<file path="src/i2cm_pkg.sv">
// Shared types, constants and reset values of the I2C master byte engine.
`timescale 1ns / 1ps

package i2cm_pkg;

  localparam int unsigned UnitW    = 16;
  localparam int unsigned TimeoutW = 10;
  localparam int unsigned CfgW     = 16;

  localparam logic [UnitW-1:0]    UnitTicksRst  = 16'd50;
  localparam logic [TimeoutW-1:0] AckTimeoutRst = 10'd250;
  localparam logic [7:0]          MsbMask       = 8'h80;

  typedef enum logic {
    CFG_UNIT_TICKS  = 1'b0,
    CFG_ACK_TIMEOUT = 1'b1
  } cfg_idx_e;

  typedef enum logic [1:0] {
    ACT_START = 2'd0,
    ACT_STOP  = 2'd1,
    ACT_WRITE = 2'd2,
    ACT_READ  = 2'd3
  } action_e;

  typedef enum logic [3:0] {
    PH_IDLE     = 4'd0,
    PH_START_A  = 4'd1,
    PH_START_B  = 4'd2,
    PH_STOP_A   = 4'd3,
    PH_STOP_B   = 4'd4,
    PH_WR_SET   = 4'd5,
    PH_WR_HIGH  = 4'd6,
    PH_WR_LOW   = 4'd7,
    PH_ACK_REL  = 4'd8,
    PH_ACK_CLK  = 4'd9,
    PH_ACK_POLL = 4'd10,
    PH_RD_LOW   = 4'd11,
    PH_RD_HIGH  = 4'd12,
    PH_RA_LOW   = 4'd13,
    PH_RA_HIGH  = 4'd14
  } phase_e;

  typedef struct packed {
    logic          cmd_valid;
    action_e       action;
    logic [7:0]    tx_byte;
    logic          send_ack;
    logic          sda_in;
  } item_t;

  typedef struct packed {
    phase_e              phase;
    logic [3:0]          bit_count;
    logic [7:0]          shift_reg;
    logic [UnitW-1:0]    unit_timer;
    logic [2:0]          units_left;
    logic [TimeoutW-1:0] poll_count;
    logic                scl;
    logic                sda;
    logic                drive;
    logic                ack_bit;
    logic [7:0]          rx;
    logic                ack_ok;
    logic                ack_err;
  } state_t;

  typedef struct packed {
    logic       ack_error;
    logic       ack_ok;
    logic [7:0] rx_byte;
    logic       done_res;
    logic       busy_res;
    logic       sda_drive;
    logic       sda_level;
    logic       scl_level;
  } result_t;

  localparam state_t StateRst = '{
    phase:      PH_IDLE,
    bit_count:  4'd0,
    shift_reg:  8'd0,
    unit_timer: '0,
    units_left: 3'd0,
    poll_count: '0,
    scl:        1'b1,
    sda:        1'b1,
    drive:      1'b1,
    ack_bit:    1'b0,
    rx:         8'd0,
    ack_ok:     1'b0,
    ack_err:    1'b0
  };

endpackage

</file>
<file path="src/i2cm_step.sv">
// Next-state logic of the engine for one clock tick.
`timescale 1ns / 1ps

module i2cm_step import i2cm_pkg::*; (
  input  state_t              state_i,
  input  item_t               item_i,
  input  logic [UnitW-1:0]    unit_ticks_i,
  input  logic [TimeoutW-1:0] ack_timeout_i,
  output state_t              state_o,
  output result_t             result_o
);

  function automatic state_t go_to(state_t s, phase_e ph, logic [2:0] units);
    state_t r;
    r            = s;
    r.phase      = ph;
    r.units_left = units;
    r.unit_timer = '0;
    return r;
  endfunction

  logic [UnitW-1:0] ut;
  logic [UnitW:0]   timer_inc;
  logic [2:0]       units_dec;
  logic [3:0]       bits_inc;
  logic [7:0]       shl;
  state_t           nx;
  logic             done;

  assign ut        = (unit_ticks_i == '0) ? {{(UnitW-1){1'b0}}, 1'b1} : unit_ticks_i;
  assign timer_inc = {1'b0, state_i.unit_timer} + {{UnitW{1'b0}}, 1'b1};
  assign units_dec = state_i.units_left - 3'd1;
  assign bits_inc  = state_i.bit_count + 4'd1;
  assign shl       = {state_i.shift_reg[6:0], 1'b0};

  always_comb begin
    nx   = state_i;
    done = 1'b0;
    if (state_i.phase == PH_IDLE) begin
      if (item_i.cmd_valid) begin
        unique case (item_i.action)
          ACT_START: begin
            nx.drive = 1'b1;
            nx.sda   = 1'b1;
            nx.scl   = 1'b1;
            nx       = go_to(nx, PH_START_A, 3'd4);
          end
          ACT_STOP: begin
            nx.drive = 1'b1;
            nx.scl   = 1'b0;
            nx.sda   = 1'b0;
            nx       = go_to(nx, PH_STOP_A, 3'd4);
          end
          ACT_WRITE: begin
            nx.shift_reg = item_i.tx_byte;
            nx.bit_count = 4'd0;
            nx.ack_ok    = 1'b0;
            nx.ack_err   = 1'b0;
            nx.drive     = 1'b1;
            nx.scl       = 1'b0;
            nx.sda       = |(item_i.tx_byte & MsbMask);
            nx           = go_to(nx, PH_WR_SET, 3'd2);
          end
          default: begin
            nx.ack_bit   = item_i.send_ack;
            nx.shift_reg = 8'd0;
            nx.bit_count = 4'd0;
            nx.drive     = 1'b0;
            nx.sda       = 1'b1;
            nx.scl       = 1'b0;
            nx           = go_to(nx, PH_RD_LOW, 3'd2);
          end
        endcase
      end
    end else if (state_i.phase == PH_ACK_POLL) begin
      priority if (!item_i.sda_in) begin
        nx.scl    = 1'b0;
        nx.ack_ok = 1'b1;
        nx        = go_to(nx, PH_IDLE, 3'd0);
        done      = 1'b1;
      end else if (state_i.poll_count >= ack_timeout_i) begin
        // No acknowledge in time: flag it and release the bus with a stop.
        nx.ack_err = 1'b1;
        nx.ack_ok  = 1'b0;
        nx.drive   = 1'b1;
        nx.scl     = 1'b0;
        nx.sda     = 1'b0;
        nx         = go_to(nx, PH_STOP_A, 3'd4);
      end else begin
        nx.poll_count = state_i.poll_count + {{(TimeoutW-1){1'b0}}, 1'b1};
      end
    end else if (timer_inc >= {1'b0, ut}) begin
      nx.unit_timer = '0;
      nx.units_left = units_dec;
      if (units_dec == 3'd0) begin
        unique case (state_i.phase)
          PH_START_A: begin
            nx.sda = 1'b0;
            nx     = go_to(nx, PH_START_B, 3'd4);
          end
          PH_STOP_A: begin
            nx.scl = 1'b1;
            nx.sda = 1'b1;
            nx     = go_to(nx, PH_STOP_B, 3'd4);
          end
          PH_WR_SET: begin
            nx.scl = 1'b1;
            nx     = go_to(nx, PH_WR_HIGH, 3'd2);
          end
          PH_WR_HIGH: begin
            nx.scl = 1'b0;
            nx     = go_to(nx, PH_WR_LOW, 3'd2);
          end
          PH_WR_LOW: begin
            nx.shift_reg = shl;
            nx.bit_count = bits_inc;
            if (bits_inc >= 4'd8) begin
              nx.drive = 1'b0;
              nx.sda   = 1'b1;
              nx       = go_to(nx, PH_ACK_REL, 3'd1);
            end else begin
              nx.sda = |(shl & MsbMask);
              nx     = go_to(nx, PH_WR_SET, 3'd2);
            end
          end
          PH_ACK_REL: begin
            nx.scl = 1'b1;
            nx     = go_to(nx, PH_ACK_CLK, 3'd1);
          end
          PH_ACK_CLK: begin
            nx.poll_count = '0;
            nx            = go_to(nx, PH_ACK_POLL, 3'd0);
          end
          PH_RD_LOW: begin
            nx.scl = 1'b1;
            nx     = go_to(nx, PH_RD_HIGH, 3'd1);
          end
          PH_RD_HIGH: begin
            nx.shift_reg = {state_i.shift_reg[6:0], item_i.sda_in};
            nx.bit_count = bits_inc;
            nx.scl       = 1'b0;
            if (bits_inc >= 4'd8) begin
              nx.drive = 1'b1;
              nx.sda   = ~state_i.ack_bit;
              nx       = go_to(nx, PH_RA_LOW, 3'd2);
            end else begin
              nx = go_to(nx, PH_RD_LOW, 3'd2);
            end
          end
          PH_RA_LOW: begin
            nx.scl = 1'b1;
            nx     = go_to(nx, PH_RA_HIGH, 3'd2);
          end
          PH_START_B, PH_RA_HIGH: begin
            nx.scl = 1'b0;
            if (state_i.phase == PH_RA_HIGH) begin
              nx.rx = state_i.shift_reg;
            end
            nx   = go_to(nx, PH_IDLE, 3'd0);
            done = 1'b1;
          end
          default: begin
            nx   = go_to(nx, PH_IDLE, 3'd0);
            done = 1'b1;
          end
        endcase
      end
    end else begin
      nx.unit_timer = timer_inc[UnitW-1:0];
    end
  end

  assign state_o = nx;

  assign result_o = '{
    ack_error: nx.ack_err,
    ack_ok:    nx.ack_ok,
    rx_byte:   nx.rx,
    done_res:  done,
    busy_res:  (nx.phase != PH_IDLE),
    sda_drive: nx.drive,
    sda_level: nx.sda,
    scl_level: nx.scl
  };

endmodule

</file>
<file path="src/i2cm_out_reg.sv">
// Result register that holds one finished result until the sink takes it.
`timescale 1ns / 1ps

module i2cm_out_reg import i2cm_pkg::*; (
  input  logic    clk_i,
  input  logic    rst_ni,
  input  logic    load_i,
  input  result_t data_i,
  input  logic    ready_i,
  output logic    valid_o,
  output logic    free_o,
  output result_t data_o
);

  logic    valid_q, valid_d;
  result_t data_q;

  assign free_o  = !valid_q || ready_i;
  assign valid_d = load_i || (valid_q && !ready_i);

  always_ff @(posedge clk_i or negedge rst_ni) begin
    if (!rst_ni) begin
      valid_q <= 1'b0;
    end else begin
      valid_q <= valid_d;
    end
  end

  always_ff @(posedge clk_i) begin
    if (load_i) begin
      data_q <= data_i;
    end
  end

  assign valid_o = valid_q;
  assign data_o  = data_q;

endmodule

</file>
<file path="src/i2c_master_byte_engine.sv">
// Top level of the I2C master byte engine: state, configuration and stream ports.
`timescale 1ns / 1ps

// One input transaction is one system clock tick of the I2C engine: it carries
// an optional command and the sampled SDA level, and produces exactly one result
// transaction with the pin levels and status after that tick. A tick is taken
// every cycle while the result register is empty or being read, so the block
// sustains one tick per clock; each result is held in the single result register
// between the state update and the output port.
// Commands presented while busy are ignored. Write configuration only while
// the engine is idle and no result is pending.
module i2c_master_byte_engine import i2cm_pkg::*; (
  input  logic            clk_i,
  input  logic            rst_ni,
  input  logic            cfg_we_i,
  input  logic            cfg_idx_i,
  input  logic [CfgW-1:0] cfg_data_i,
  input  logic            s_axis_tvalid,
  output logic            s_axis_tready,
  // [7:0] tx_byte, [8] send_ack, [9] sda_in, [15:10] zero
  input  logic [15:0]     s_axis_tdata,
  // [0] cmd_valid, [2:1] action
  input  logic [2:0]      s_axis_tuser,
  output logic            m_axis_tvalid,
  input  logic            m_axis_tready,
  // [0] scl_level, [1] sda_level, [2] sda_drive, [3] busy_res, [4] done_res,
  // [12:5] rx_byte, [13] ack_ok, [14] ack_error, [15] zero
  output logic [15:0]     m_axis_tdata
);

  logic [UnitW-1:0]    unit_ticks_q;
  logic [TimeoutW-1:0] ack_timeout_q;
  state_t              state_q, state_d;
  item_t               item;
  result_t             result, out_data;
  logic                accept, free;

  assign item = '{
    cmd_valid: s_axis_tuser[0],
    action:    action_e'(s_axis_tuser[2:1]),
    tx_byte:   s_axis_tdata[7:0],
    send_ack:  s_axis_tdata[8],
    sda_in:    s_axis_tdata[9]
  };

  assign s_axis_tready = free;
  assign accept        = s_axis_tvalid && free;

  always_ff @(posedge clk_i or negedge rst_ni) begin
    if (!rst_ni) begin
      unit_ticks_q  <= UnitTicksRst;
      ack_timeout_q <= AckTimeoutRst;
    end else if (cfg_we_i) begin
      unique case (cfg_idx_e'(cfg_idx_i))
        CFG_UNIT_TICKS:  unit_ticks_q  <= cfg_data_i[UnitW-1:0];
        CFG_ACK_TIMEOUT: ack_timeout_q <= cfg_data_i[TimeoutW-1:0];
        default: ;
      endcase
    end
  end

  i2cm_step u_step (
    .state_i       (state_q),
    .item_i        (item),
    .unit_ticks_i  (unit_ticks_q),
    .ack_timeout_i (ack_timeout_q),
    .state_o       (state_d),
    .result_o      (result)
  );

  always_ff @(posedge clk_i or negedge rst_ni) begin
    if (!rst_ni) begin
      state_q <= StateRst;
    end else if (accept) begin
      state_q <= state_d;
    end
  end

  i2cm_out_reg u_out_reg (
    .clk_i   (clk_i),
    .rst_ni  (rst_ni),
    .load_i  (accept),
    .data_i  (result),
    .ready_i (m_axis_tready),
    .valid_o (m_axis_tvalid),
    .free_o  (free),
    .data_o  (out_data)
  );

  assign m_axis_tdata = {1'b0, out_data};

`ifndef ASSERT_OFF
  a_done_not_busy: assert property (@(posedge clk_i) disable iff (!rst_ni)
    m_axis_tvalid && out_data.done_res |-> !out_data.busy_res)
    else $error("done pulse reported while still busy");

  a_ack_flags_excl: assert property (@(posedge clk_i) disable iff (!rst_ni)
    m_axis_tvalid |-> !(out_data.ack_ok && out_data.ack_error))
    else $error("ack_ok and ack_error set together");

  a_accept_gives_result: assert property (@(posedge clk_i) disable iff (!rst_ni)
    accept |=> m_axis_tvalid)
    else $error("accepted tick produced no result");

  a_idle_state_holds: assert property (@(posedge clk_i) disable iff (!rst_ni)
    !accept |=> $stable(state_q))
    else $error("engine state changed without a tick");
`endif

endmodule

</file>
<file path="config.mk">
export PLATFORM = sky130hd
export DESIGN_NAME = i2c_master_byte_engine
export DESIGN_NICKNAME = d
export VERILOG_FILES = /design/src/i2cm_pkg.sv /design/src/i2cm_step.sv /design/src/i2cm_out_reg.sv /design/src/i2c_master_byte_engine.sv
export SDC_FILE = /design/constraint.sdc
export NUM_CORES = 1
export LEC_CHECK = 0
export CAP_MARGIN = 20
export CORE_ASPECT_RATIO = 0.5
export CORE_MARGIN = 5
export CORE_UTILIZATION = 65
export DETAILED_ROUTE_END_ITERATION = 6
export DONT_BUFFER_PORTS = 1
export HOLD_SLACK_MARGIN = 0.15
export PLACE_DENSITY = 0.81
export SLEW_MARGIN = 20
export SYNTH_ARGS = -nofsm -noshare
export SYNTH_HDL_FRONTEND = slang
export SYNTH_HIERARCHICAL = 1
export SYNTH_SLANG_ARGS = --single-unit
</file>
<file path="constraint.sdc">
create_clock -name clk_i -period 4.5 [get_ports clk_i]
set_input_delay 0.675 -clock clk_i [delete_from_list [all_inputs] [get_ports clk_i]]
set_output_delay 0.675 -clock clk_i [all_outputs]
set_load 0.005 [all_outputs]
</file>
==> impl_metrics.json, run 1 <==
{
  "status": "finished, final reports clean",
  "period_needed_ns": 4.32,
  "fmax_mhz": 232,
  "io_buffer_count": 0,
  "diodes": 0,
  "postSynthCellCount": 667,
  "place_ws_ns": 0.206,
  "cap_violations": 0,
  "grt_start_max_net_pins": 75,
  "syn2layout_area_growth_pct": 5.10,
  "cp-end-kind": "register",
  "initial_core_util_pct": 66.0,
  "synth_top_area_share_pct": 27.7,
  "ant_nets": 0,
  "worst_slack_ns": 0.181,
  "gp_congestion": 0.982,
  "cts_buffers": 9,
  "power_density_nw_per_um2": 501,
  "ys_top_cells_by_area": "dfrtp_1 (28%), mux2_2 (13%), edfxtp_1 (6.7%)",
  "setup_tns_ns": 0,
  "finalHoldViolCount": 0,
  "p_seq_share_pct": 39.1,
  "drive_above_1_share_pct": 22.7,
  "avgSynthCellArea_um2": 10.0,
  "yosysTopAreaCell": "dfrtp_1",
  "skew_ns": 0.00663,
  "pwr-share-clk_pct": 22.1,
  "rsz0062_at_grt": "no",
  "tightest_slew_ns": 0.966,
  "wl_per_cell_um": 19.4,
  "p_comb_share_pct": 38.8,
  "dr.max_layer_used": "met4",
  "drc": 0,
  "stdcell_count": 788,
  "leakage_nw": 3.09,
  "ys_seq_area_share_pct": 39.2,
  "synth_area_um2": 6680,
  "worstPathRequired_ns": 4.58,
  "coreArea_um2": 10100,
  "crit_path_start_kind": "register",
  "timing.final.crit_share_pct": 96.0,
  "maxSlewViolCount": 0,
  "clk_latency_ns": 0.34,
  "dr.pass1.iters": 5,
  "htree_levels": 3,
  "syn-num-nets": 739,
  "viasPerCell": 6.50,
  "clock-sinks": 101,
  "nets": 715,
  "grt_pass1_vias": 5004,
  "p_int_mw": 2.16,
  "clkSlewWorstSetupHoldPaths_ns": 0.07,
  "grtUsageTotal_pct": 25.6,
  "total_power_mw": 3.51,
  "wl_met3_mm": 1.17,
  "dp_cells": 769,
  "dr_wl_met2_mm": 6.99,
  "die_w_um": 153,
  "cts_root_buffer": "clkbuf_16",
  "maxSlewHeadroom_pct": 35.1,
  "synthFlopType": "dfrtp_1",
  "antenna_found_initial": 0,
  "peakVddDrop_uv": 250,
  "setup_violations": 0,
  "cts_tree": "built",
  "grt_overflow": 0,
  "dr_total_vias": 5120,
  "synth_cell_types": 74,
  "clockBufferDepth": 2,
  "grt_pass1_wl_mm": 25.7,
  "switchingPower_mw": 1.36,
  "arrival_ns": 4.40,
  "die-height_um": 81.7,
  "ys_ff_latch": 101,
  "synth_edf_count": 15,
  "wl_mm": 15.3,
  "drt-met1-wl_mm": 6.96,
  "synthArstFlopShare_pct": 85.1,
  "cp_max_fo": 6,
  "switching_share_pct": 38.7,
  "drt-initial-drc-count": 560,
  "crit_type": "reg2reg",
  "die_area_um2": 12500,
  "synth_warnings": 6,
  "fp-row-count": 26,
  "min_path_type": "in2async",
  "hpwl_mm": 10.6,
  "io_pins": 59
}
path summary, 6_finish.rpt:
check / from / to / slack, ns / depth (start not counted)
setup / recovery: state_q[27]$_DFFE_PN0P_ / u_out_reg/data_o[3]$_DFFE_PP_ / 0.18 / 14
hold / removal: rst_ni / state_q[11]$_DFFE_PN1P_ / 0.17 / 0
setup reg to reg: state_q[27]$_DFFE_PN0P_ / u_out_reg/data_o[3]$_DFFE_PP_ / 0.18 / 14
hold reg to reg: state_q[3]$_DFFE_PN0P_ / state_q[3]$_DFFE_PN0P_ / 0.50 / 1
max in group asynchronous: rst_ni / ack_timeout_q[4]$_DFFE_PN1P_ / 3.51 / 1
min in group clk_i: cfg_data_i[2] / unit_ticks_q[2]$_DFFE_PN0P_ / 0.47 / 1
layout by cell type, fill, tap and decap left out, types with 24 or more instances in the layout:
master	n
mux2_2	77
dfrtp_1	73
nand2_1	51
nor2_1	36
inv_1	35
ha_1	31
nand3_1	26
o21ai_0	26
a21oi_1	24
synth_stat cells (20+ instances only):
library cell	count
ha_1	31
nand2_1	52
mux2_2	77
clkbuf_1	20
dfrtp_1	74
nand3_1	27
inv_1	35
nor2_1	38
a21oi_1	24
o21ai_0	26
worst max-delay path, stage by stage (launching register included):
cell,delay (ns)
dfrtp_1,0.45
ha_1,0.29
and3_1,0.23
nand3_2,0.17
nor2_2,0.20
nand2_1,0.11
xnor2_1,0.24
ha_1,0.30
a311oi_1,0.24
nor3_1,0.10
o31ai_1,0.35
o211a_1,0.29
nor2_1,0.13
a221o_1,0.43
or4b_1,0.52
metal layers:
metal / vias up / GRT usage, %
met3: 21 / 6.16
met5: - / 0
li1: 2401 / -
met1: 2478 / 35.1
met4: 0 / 5.37
met2: 220 / 42.4
per-stage QoR:
step	hold WS, ns	util [%]	cell area (um^2)
after floorplan	0.379	-	6680
after global placement	0.382	65.8	6660
after detailed placement	0.382	65.8	6660
after CTS	0.157	69.0	6980
after global routing	0.151	69.4	7020
final	0.170	69.4	7020
power groups by stage:
| stage | clock network, mW | logic, mW | registers, mW |
|---|---|---|---|
| after floorplan | 0 | 1.11 | 1.28 |
| after global placement | 0 | 1.25 | 1.38 |
| after detailed placement | 0 | 1.29 | 1.39 |
| after CTS | 0.789 | 1.33 | 1.37 |
| after global routing | 0.827 | 1.51 | 1.41 |
| final | 0.776 | 1.36 | 1.38 |
final cells by class:
class / instances / area [um^2]
inverter: 35 / 131
clock buffer: 11 / 233
tap: 140 / 175
clock inverter: 5 / 60.1
multi-input combinational: 482 / 3670
fill: 763 / 3100
timing repair buffer: 14 / 128
sequential: 101 / 2620
kinds of logic (layout without fill, tap and decap cells):
family / Yosys count / count (layout) / synth area share [%]
AND/OR/NAND/NOR: 190 / 190 / 14.5
AO/OA/AOI/OAI: 146 / 146 / 15.0
flip-flops: 101 / 101 / 39.2
multiplexers: 99 / 99 / 17.2
buffers and inverters: 84 / 65 / 6.24
adder cells (fa/ha/maj): 31 / 31 / 5.81
XOR/XNOR: 15 / 15 / 2.08
other: 1 / 1 / 0.0561
what timing repair did:
item                                   in CTS  in global routing
setup endpoints to repair                   0                 48
hold buffers                                1                  1
endpoints found under the hold margin      74                  8
buffers inserted                            0                  1
gates resized for setup                     0                  6
state kept, by name, indices dropped and copies added, names as in the netlist:
| register | count |
|---|---|
| state_q | 59 |
| ack_timeout_q | 10 |
| u_out_reg/data_o | 15 |
| u_out_reg/valid_o | 1 |
| unit_ticks_q | 16 |
No activity file was read; power rests on OpenSTA's default activity.
==> inputs of run 2 (changes only) <==
--- a/config.mk
+++ b/config.mk
@@ -8,13 +8,14 @@
 export CAP_MARGIN = 20
 export CORE_ASPECT_RATIO = 0.5
 export CORE_MARGIN = 5
-export CORE_UTILIZATION = 65
+export CORE_UTILIZATION = 64
 export DETAILED_ROUTE_END_ITERATION = 6
 export DONT_BUFFER_PORTS = 1
+export GPL_TIMING_DRIVEN = 0
 export HOLD_SLACK_MARGIN = 0.15
-export PLACE_DENSITY = 0.81
+export PLACE_DENSITY = 0.8
+export RECOVER_POWER = 25
 export SLEW_MARGIN = 20
 export SYNTH_ARGS = -nofsm -noshare
 export SYNTH_HDL_FRONTEND = slang
-export SYNTH_HIERARCHICAL = 1
 export SYNTH_SLANG_ARGS = --single-unit
==> impl_metrics.json, run 2 <==
{
  "status": "complete, but fails checks",
  "violations": "max-capacitance violations, max-slew violations",
  "grt_pass1_wl_mm": 24.7,
  "setup_violations": 0,
  "cts_tree": "built",
  "max_stage_delay_ns": 0.54,
  "ys_seq_area_share_pct": 44.2,
  "switching_share_pct": 39.5,
  "antenna_found_initial": 0,
  "ys_top_cells_by_area": "dfrtp_1 (31%), edfxtp_1 (7.6%), ha_1 (7.4%)",
  "tightest_slew_ns": 3.47,
  "gp_congestion": 0.957,
  "avgSynthCellArea_um2": 9.75,
  "cp_cell_sequence": "nand3_2 > nor3_4 > and3_1 > clkbuf_1 > nand2_1 > nor2_1 > xor2_1 > ha_1 > and3_1 > nand2_1 > a2bb2oi_1 > o311ai_4 > or4_1 > buf_2 > or3_1 > o21ai_0",
  "rsz0062_at_grt": "yes",
  "post-route-util_pct": 72.6,
  "p_comb_share_pct": 35.6,
  "period_needed_ns": 4.35,
  "arrival_ns": 4.62,
  "crit_path_start_kind": "register",
  "synth.top_cells.by_count": "dfrtp_1 (74), nand2_1 (60), o21ai_0 (49)",
  "die_w_um": 146,
  "io_buffer_count": 0,
  "min_path_type": "in2async",
  "p_seq_share_pct": 40.4,
  "ys_ff_latch": 101,
  "r2r_slack_ns": 0.15,
  "die_area_um2": 11400,
  "wl_per_cell_um": 19.7,
  "clk_latency_ns": 0.35,
  "cts_root_buffer": "clkbuf_16",
  "fmax_mhz": 230,
  "switchingPower_mw": 1.24,
  "final_common_cell": "dfrtp_1",
  "synthArstFlopShare_pct": 85.1,
  "drt-initial-drc-count": 693,
  "stdcell_area_um2": 6430,
  "synth_area_um2": 5930,
  "fin_hold_ws_ns": 0.167,
  "dr_total_vias": 4855,
  "viasPerCell": 6.53,
  "timing.final.crit_share_pct": 96.7,
  "drive_above_1_share_pct": 13.6,
  "synthFlopType": "dfrtp_1",
  "critPathSlowestCell": "or4_1",
  "wl_mm": 14.7,
  "die-height_um": 78.0,
  "maxSlewHeadroom_pct": -132,
  "drc": 0,
  "clock-sinks": 101,
  "io_pins": 59,
  "place_area_um2": 6080,
  "fp-row-count": 24,
  "cts_buffers": 9,
  "max_flop_register": "state_q",
  "clkSlewWorstSetupHoldPaths_ns": 0.07,
  "nets": 697,
  "synth_warnings": 0,
  "p_int_mw": 1.91,
  "dr.pass1.iters": 5,
  "syn2layout_area_growth_pct": 8.57,
  "cap_violations": 1,
  "peakVddDrop_uv": 262,
  "htree_levels": 3,
  "cp-end-kind": "register",
  "skew_ns": 0.00919,
  "leakage_nw": 2.88,
  "yosysMostFrequentCell": "dfrtp_1",
  "ant_nets": 0,
  "final_cell_mix": "dfrtp_1 (74), nand2_1 (59), o21ai_0 (49)",
  "grt_overflow": 0,
  "cp_max_fo": 9,
  "postCtsSetupRepairBufs": 0,
  "worstPathRequired_ns": 4.77,
  "grtUsageTotal_pct": 26.6,
  "maxSlewViolCount": 75,
  "hpwl_mm": 10.3,
  "largest_reg_flops": 59,
  "yosysTopAreaCell": "dfrtp_1",
  "initial_core_util_pct": 66.9,
  "setup_tns_ns": 0,
  "grt_pass1_vias": 4840,
  "syn-num-nets": 684,
  "synth_top_area_share_pct": 31.2,
  "synth_edf_count": 15,
  "coreArea_um2": 8860,
  "synth_cell_types": 72,
  "grt_start_max_net_pins": 75,
  "clockBufferDepth": 2,
  "postSynthCellCount": 608,
  "diodes": 0,
  "power_density_nw_per_um2": 490,
  "finalHoldViolCount": 0,
  "crit_type": "reg2reg",
  "pwr-share-clk_pct": 24.0
}
run 2: layer usage:
layer	vias to the layer above	part of all wire [%]	GRT usage, %
met4	0	1.7	6.00
met5	-	0	0
met2	197	45	42.8
met1	2385	46	36.0
met3	21	7.8	8.40
li1	2252	-	-
run 2: path summary, 6_finish.rpt:
check | depth (start not counted) | to | from
max in group asynchronous | 1 | state_q[43]$_DFFE_PN0P_ | rst_ni
worst min-delay path | 0 | state_q[12]$_DFFE_PN1P_ | rst_ni
min in group clk_i | 2 | unit_ticks_q[1]$_DFFE_PN1P_ | cfg_data_i[1]
worst min register to register | 1 | state_q[3]$_DFFE_PN0P_ | state_q[3]$_DFFE_PN0P_
worst max-delay path | 16 | state_q[40]$_DFFE_PN0P_ | state_q[29]$_DFFE_PN0P_
worst max register to register | 16 | state_q[40]$_DFFE_PN0P_ | state_q[29]$_DFFE_PN0P_
run 2: per-stage QoR:
step	power (mW)	cells	worst slack, ns
final	3.15	743	0.149
after CTS	3.13	742	0.0758
after detailed placement	2.36	725	-0.387
after global placement	2.32	725	-0.341
after global routing	3.36	743	-0.197
after floorplan	2.06	608	0.648
run 2: logic make-up after synthesis:
family / after synthesis / share of synthesized area, %
simple gates: 183 / 15.3
fa+ha+maj: 35 / 7.39
compound gates: 172 / 19.8
other cells: 1 / 0.0633
mux: 36 / 6.76
xor+xnor: 15 / 2.22
flops: 101 / 44.2
buf+inv: 65 / 4.26
run 2: layout make-up:
class / instances / area [um^2]
repair buffers: 3 / 30.0
inverters: 39 / 146
fillers: 651 / 2420
clock buffers: 9 / 225
flip-flops and latches: 101 / 2620
clock inverters: 7 / 58.8
multi-input cells: 442 / 3110
well taps: 117 / 146
plain buffers: 25 / 104
run 2: power groups by stage:
stage | registers (mW) | clock network (mW) | logic (mW)
after floorplan | 1.24 | 0 | 0.817
after global placement | 1.28 | 0 | 1.05
after detailed placement | 1.29 | 0 | 1.07
after CTS | 1.27 | 0.755 | 1.10
after global routing | 1.30 | 0.808 | 1.25
final | 1.27 | 0.755 | 1.12
run 2: worst max-delay path, delay by kind of cell, from the launching register on:
kind / cells / cell delay (ns)
adder cells (fa/ha/maj): 1 / 0.28
buffers and inverters: 2 / 0.42
AO/OA/AOI/OAI: 3 / 0.63
flip-flops: 1 / 0.46
AND/OR/NAND/NOR: 9 / 2.20
XOR/XNOR: 1 / 0.26
run 2: timing repair:
action	4_1_cts	5_1_grt
gates resized for setup	5	6
endpoints found under the hold margin	74	3
pin swaps	0	1
setup endpoints to repair	40	65
hold buffers	1	2
==> inputs of run 3 (changes only) <==
--- a/config.mk
+++ b/config.mk
@@ -8,13 +8,14 @@
 export CAP_MARGIN = 20
 export CORE_ASPECT_RATIO = 0.5
 export CORE_MARGIN = 5
-export CORE_UTILIZATION = 64
+export CORE_UTILIZATION = 58
 export DETAILED_ROUTE_END_ITERATION = 6
 export DONT_BUFFER_PORTS = 1
 export GPL_TIMING_DRIVEN = 0
 export HOLD_SLACK_MARGIN = 0.15
-export PLACE_DENSITY = 0.8
+export PLACE_DENSITY = 0.76
 export RECOVER_POWER = 25
+export SKIP_LAST_GASP = 1
 export SLEW_MARGIN = 20
 export SYNTH_ARGS = -nofsm -noshare
 export SYNTH_HDL_FRONTEND = slang
==> constraint.sdc (replaced) <==
create_clock -name clk_i -period 3.8 [get_ports clk_i]
set_input_delay 0.57 -clock clk_i [delete_from_list [all_inputs] [get_ports clk_i]]
set_output_delay 0.57 -clock clk_i [all_outputs]
set_load 0.005 [all_outputs]
==> impl_metrics.json, run 3 (same netlist as run 2, synthesis figures left out) <==
{
  "max_stage_delay_ns": 0.58,
  "io_pins": 59,
  "setup_violations": 0,
  "hpwl_mm": 10.2,
  "cts_buffers": 9,
  "drt-initial-drc-count": 397,
  "die-height_um": 81.5,
  "crit_cells": 15,
  "grt_use_met1_pct": 32.7,
  "clock-sinks": 101,
  "drive_above_1_share_pct": 18.0,
  "arrival_ns": 4.07,
  "grtUsageMet2_pct": 38.6,
  "status": "complete, but fails checks",
  "gr-max-usage-layer": "met2",
  "nets": 711,
  "viasPerCell": 6.26,
  "timing.final.crit_share_pct": 99.9,
  "cap_violations": 1,
  "crit_type": "reg2reg",
  "final_common_cell": "dfrtp_1",
  "grt_overflow": 0,
  "dp_cells": 748,
  "grt_start_max_net_pins": 87,
  "maxSlewViolCount": 87,
  "fp-row-count": 26,
  "cts_root_buffer": "clkbuf_16",
  "ant_nets": 0,
  "skew_ns": 0.00898,
  "dr.pass1.iters": 5,
  "critPathSlowestCell": "or4_4",
  "cp-end-kind": "register",
  "violations": "max-capacitance violations, max-slew violations",
  "clockBufferDepth": 2,
  "grt_pass1_vias": 4651,
  "io_buffer_count": 0,
  "maxSlewHeadroom_pct": -46.0,
  "max_flop_register": "state_q",
  "wl_per_cell_um": 19.0,
  "cts_tree": "built",
  "grtUsageMet3_pct": 6.32,
  "grtUsageTotal_pct": 24.1,
  "clk_latency_ns": 0.36,
  "wl_mm": 14.8,
  "fmax_mhz": 263,
  "die_w_um": 153,
  "cpMostUsedCell": "nand2_2",
  "drc": 0,
  "clkSlewWorstSetupHoldPaths_ns": 0.08,
  "path_delay_family": "simple AND/OR/NAND/NOR gates",
  "peakVddDrop_uv": 286,
  "cp_cell_sequence": "nand2_2 > nor3_4 > and3_4 > nand2_1 > nor2_1 > xor2_1 > ha_1 > and3_1 > nand2_2 > a2bb2oi_4 > o311ai_4 > or4_4 > clkbuf_4 > or3_1 > o21ai_0",
  "syn2layout_area_growth_pct": 12.7,
  "rsz0062_at_grt": "yes",
  "final_cell_mix": "dfrtp_1 (70), nand2_1 (57), o21ai_0 (49)",
  "tightest_slew_ns": 2.19,
  "min_path_type": "in2reg",
  "stdcell_count": 780,
  "gp_congestion": 0.945,
  "hold-path-cell-count": 1,
  "diodes": 0,
  "coreArea_um2": 10100,
  "cp_max_fo": 9,
  "fin_hold_ws_ns": 0.317,
  "leakage_nw": 3.00,
  "finalHoldViolCount": 0,
  "largest_reg_flops": 59,
  "rr_worst_depth": 15,
  "period_needed_ns": 3.80,
  "cp_num_buf_inv": 1,
  "power_density_nw_per_um2": 573,
  "antenna_found_initial": 0,
  "initial_core_util_pct": 58.8,
  "dr_total_vias": 4879,
  "htree_levels": 3,
  "crit_path_start_kind": "register",
  "worstPathRequired_ns": 4.07,
  "die_area_um2": 12500,
  "grt_pass1_wl_mm": 23.9
}
## run 3: cell types whose count changed in the layout (fill, tap and decap cells not counted), moves of 2 or more
| cell | delta |
|---|---|
| dfrtp_1 | -4 |
| dfrtp_2 | +4 |
| nand2_1 | -2 |
| nor4_2 | -2 |
| buf_4 | +16 |
## run 3: worst register-to-register path, stage by stage (launching register included)
cell and delay (ns):
dfrtp_2 0.43, nand2_2 0.11, nor3_4 0.21, and3_4 0.24, nand2_1 0.13, nor2_1 0.15
xor2_1 0.26, ha_1 0.28, and3_1 0.21, nand2_2 0.17, a2bb2oi_4 0.20, o311ai_4 0.17
or4_4 0.58, clkbuf_4 0.20, or3_1 0.30, o21ai_0 0.07
## run 3: final timing paths
check                           slack (ns)                    start                     endpoint
worst max-delay path                 0.002  state_q[27]$_DFFE_PN0P_      state_q[40]$_DFFE_PN0P_
worst min-delay path                  0.32            s_axis_tvalid  u_out_reg.valid_o$_DFF_PN0_
worst max register to register       0.002  state_q[27]$_DFFE_PN0P_      state_q[40]$_DFFE_PN0P_
worst min register to register        0.49  state_q[23]$_DFFE_PN0P_      state_q[23]$_DFFE_PN0P_
max in group asynchronous             0.96                   rst_ni      state_q[28]$_DFFE_PN0P_
min in group asynchronous             1.37                   rst_ni  u_out_reg.valid_o$_DFF_PN0_
## run 3: layout make-up
| class | count | area (um^2) |
|---|---|---|
| Clock inverter | 6 | 55.1 |
| Fill cell | 791 | 3400 |
| Multi-Input combinational cell | 442 | 3190 |
| Inverter | 39 | 146 |
| Tap cell | 140 | 175 |
| Timing Repair Buffer | 19 | 155 |
| Buffer | 23 | 105 |
| Sequential cell | 101 | 2620 |
| Clock buffer | 10 | 229 |
## run 3: where the power goes
group | leakage [nW] | internal [mW] | total, mW | switching, mW
clock | 0.140 | 0.458 | 0.904 | 0.445
combinational | 1.63 | 0.524 | 1.41 | 0.887
sequential | 1.24 | 1.33 | 1.51 | 0.180
total | 3.00 | 2.31 | 3.82 | 1.51
## run 3: metal layers
layer | vias up | part of all wire, %
met5 | - | 0
met4 | 0 | 2.1
met3 | 26 | 7.6
met2 | 199 | 45
met1 | 2362 | 45
li1 | 2292 | -
## run 3: timing repair
item | CTS | global route
setup buffers | 4 | 13
hold buffers | 2 | 0
setup endpoints to repair | 69 | 62
pin swaps | 4 | 5
resized for setup | 17 | 19
hold endpoints to repair | 86 | 0
## run 3: metrics by stage
step	setup WS (ns)	utilization [%]	total power, mW	TNS, ns	area [um^2]
after floorplan	0.0296	-	2.44	0	5930
after global placement	-0.935	60.5	2.75	-45.32	6100
after CTS	0.00601	64.7	3.74	0	6520
after global routing	-0.156	66.2	4.07	-0.577	6680
after detailed placement	-1.03	60.5	2.78	-51.22	6100
final	0.00235	66.2	3.82	0	6680
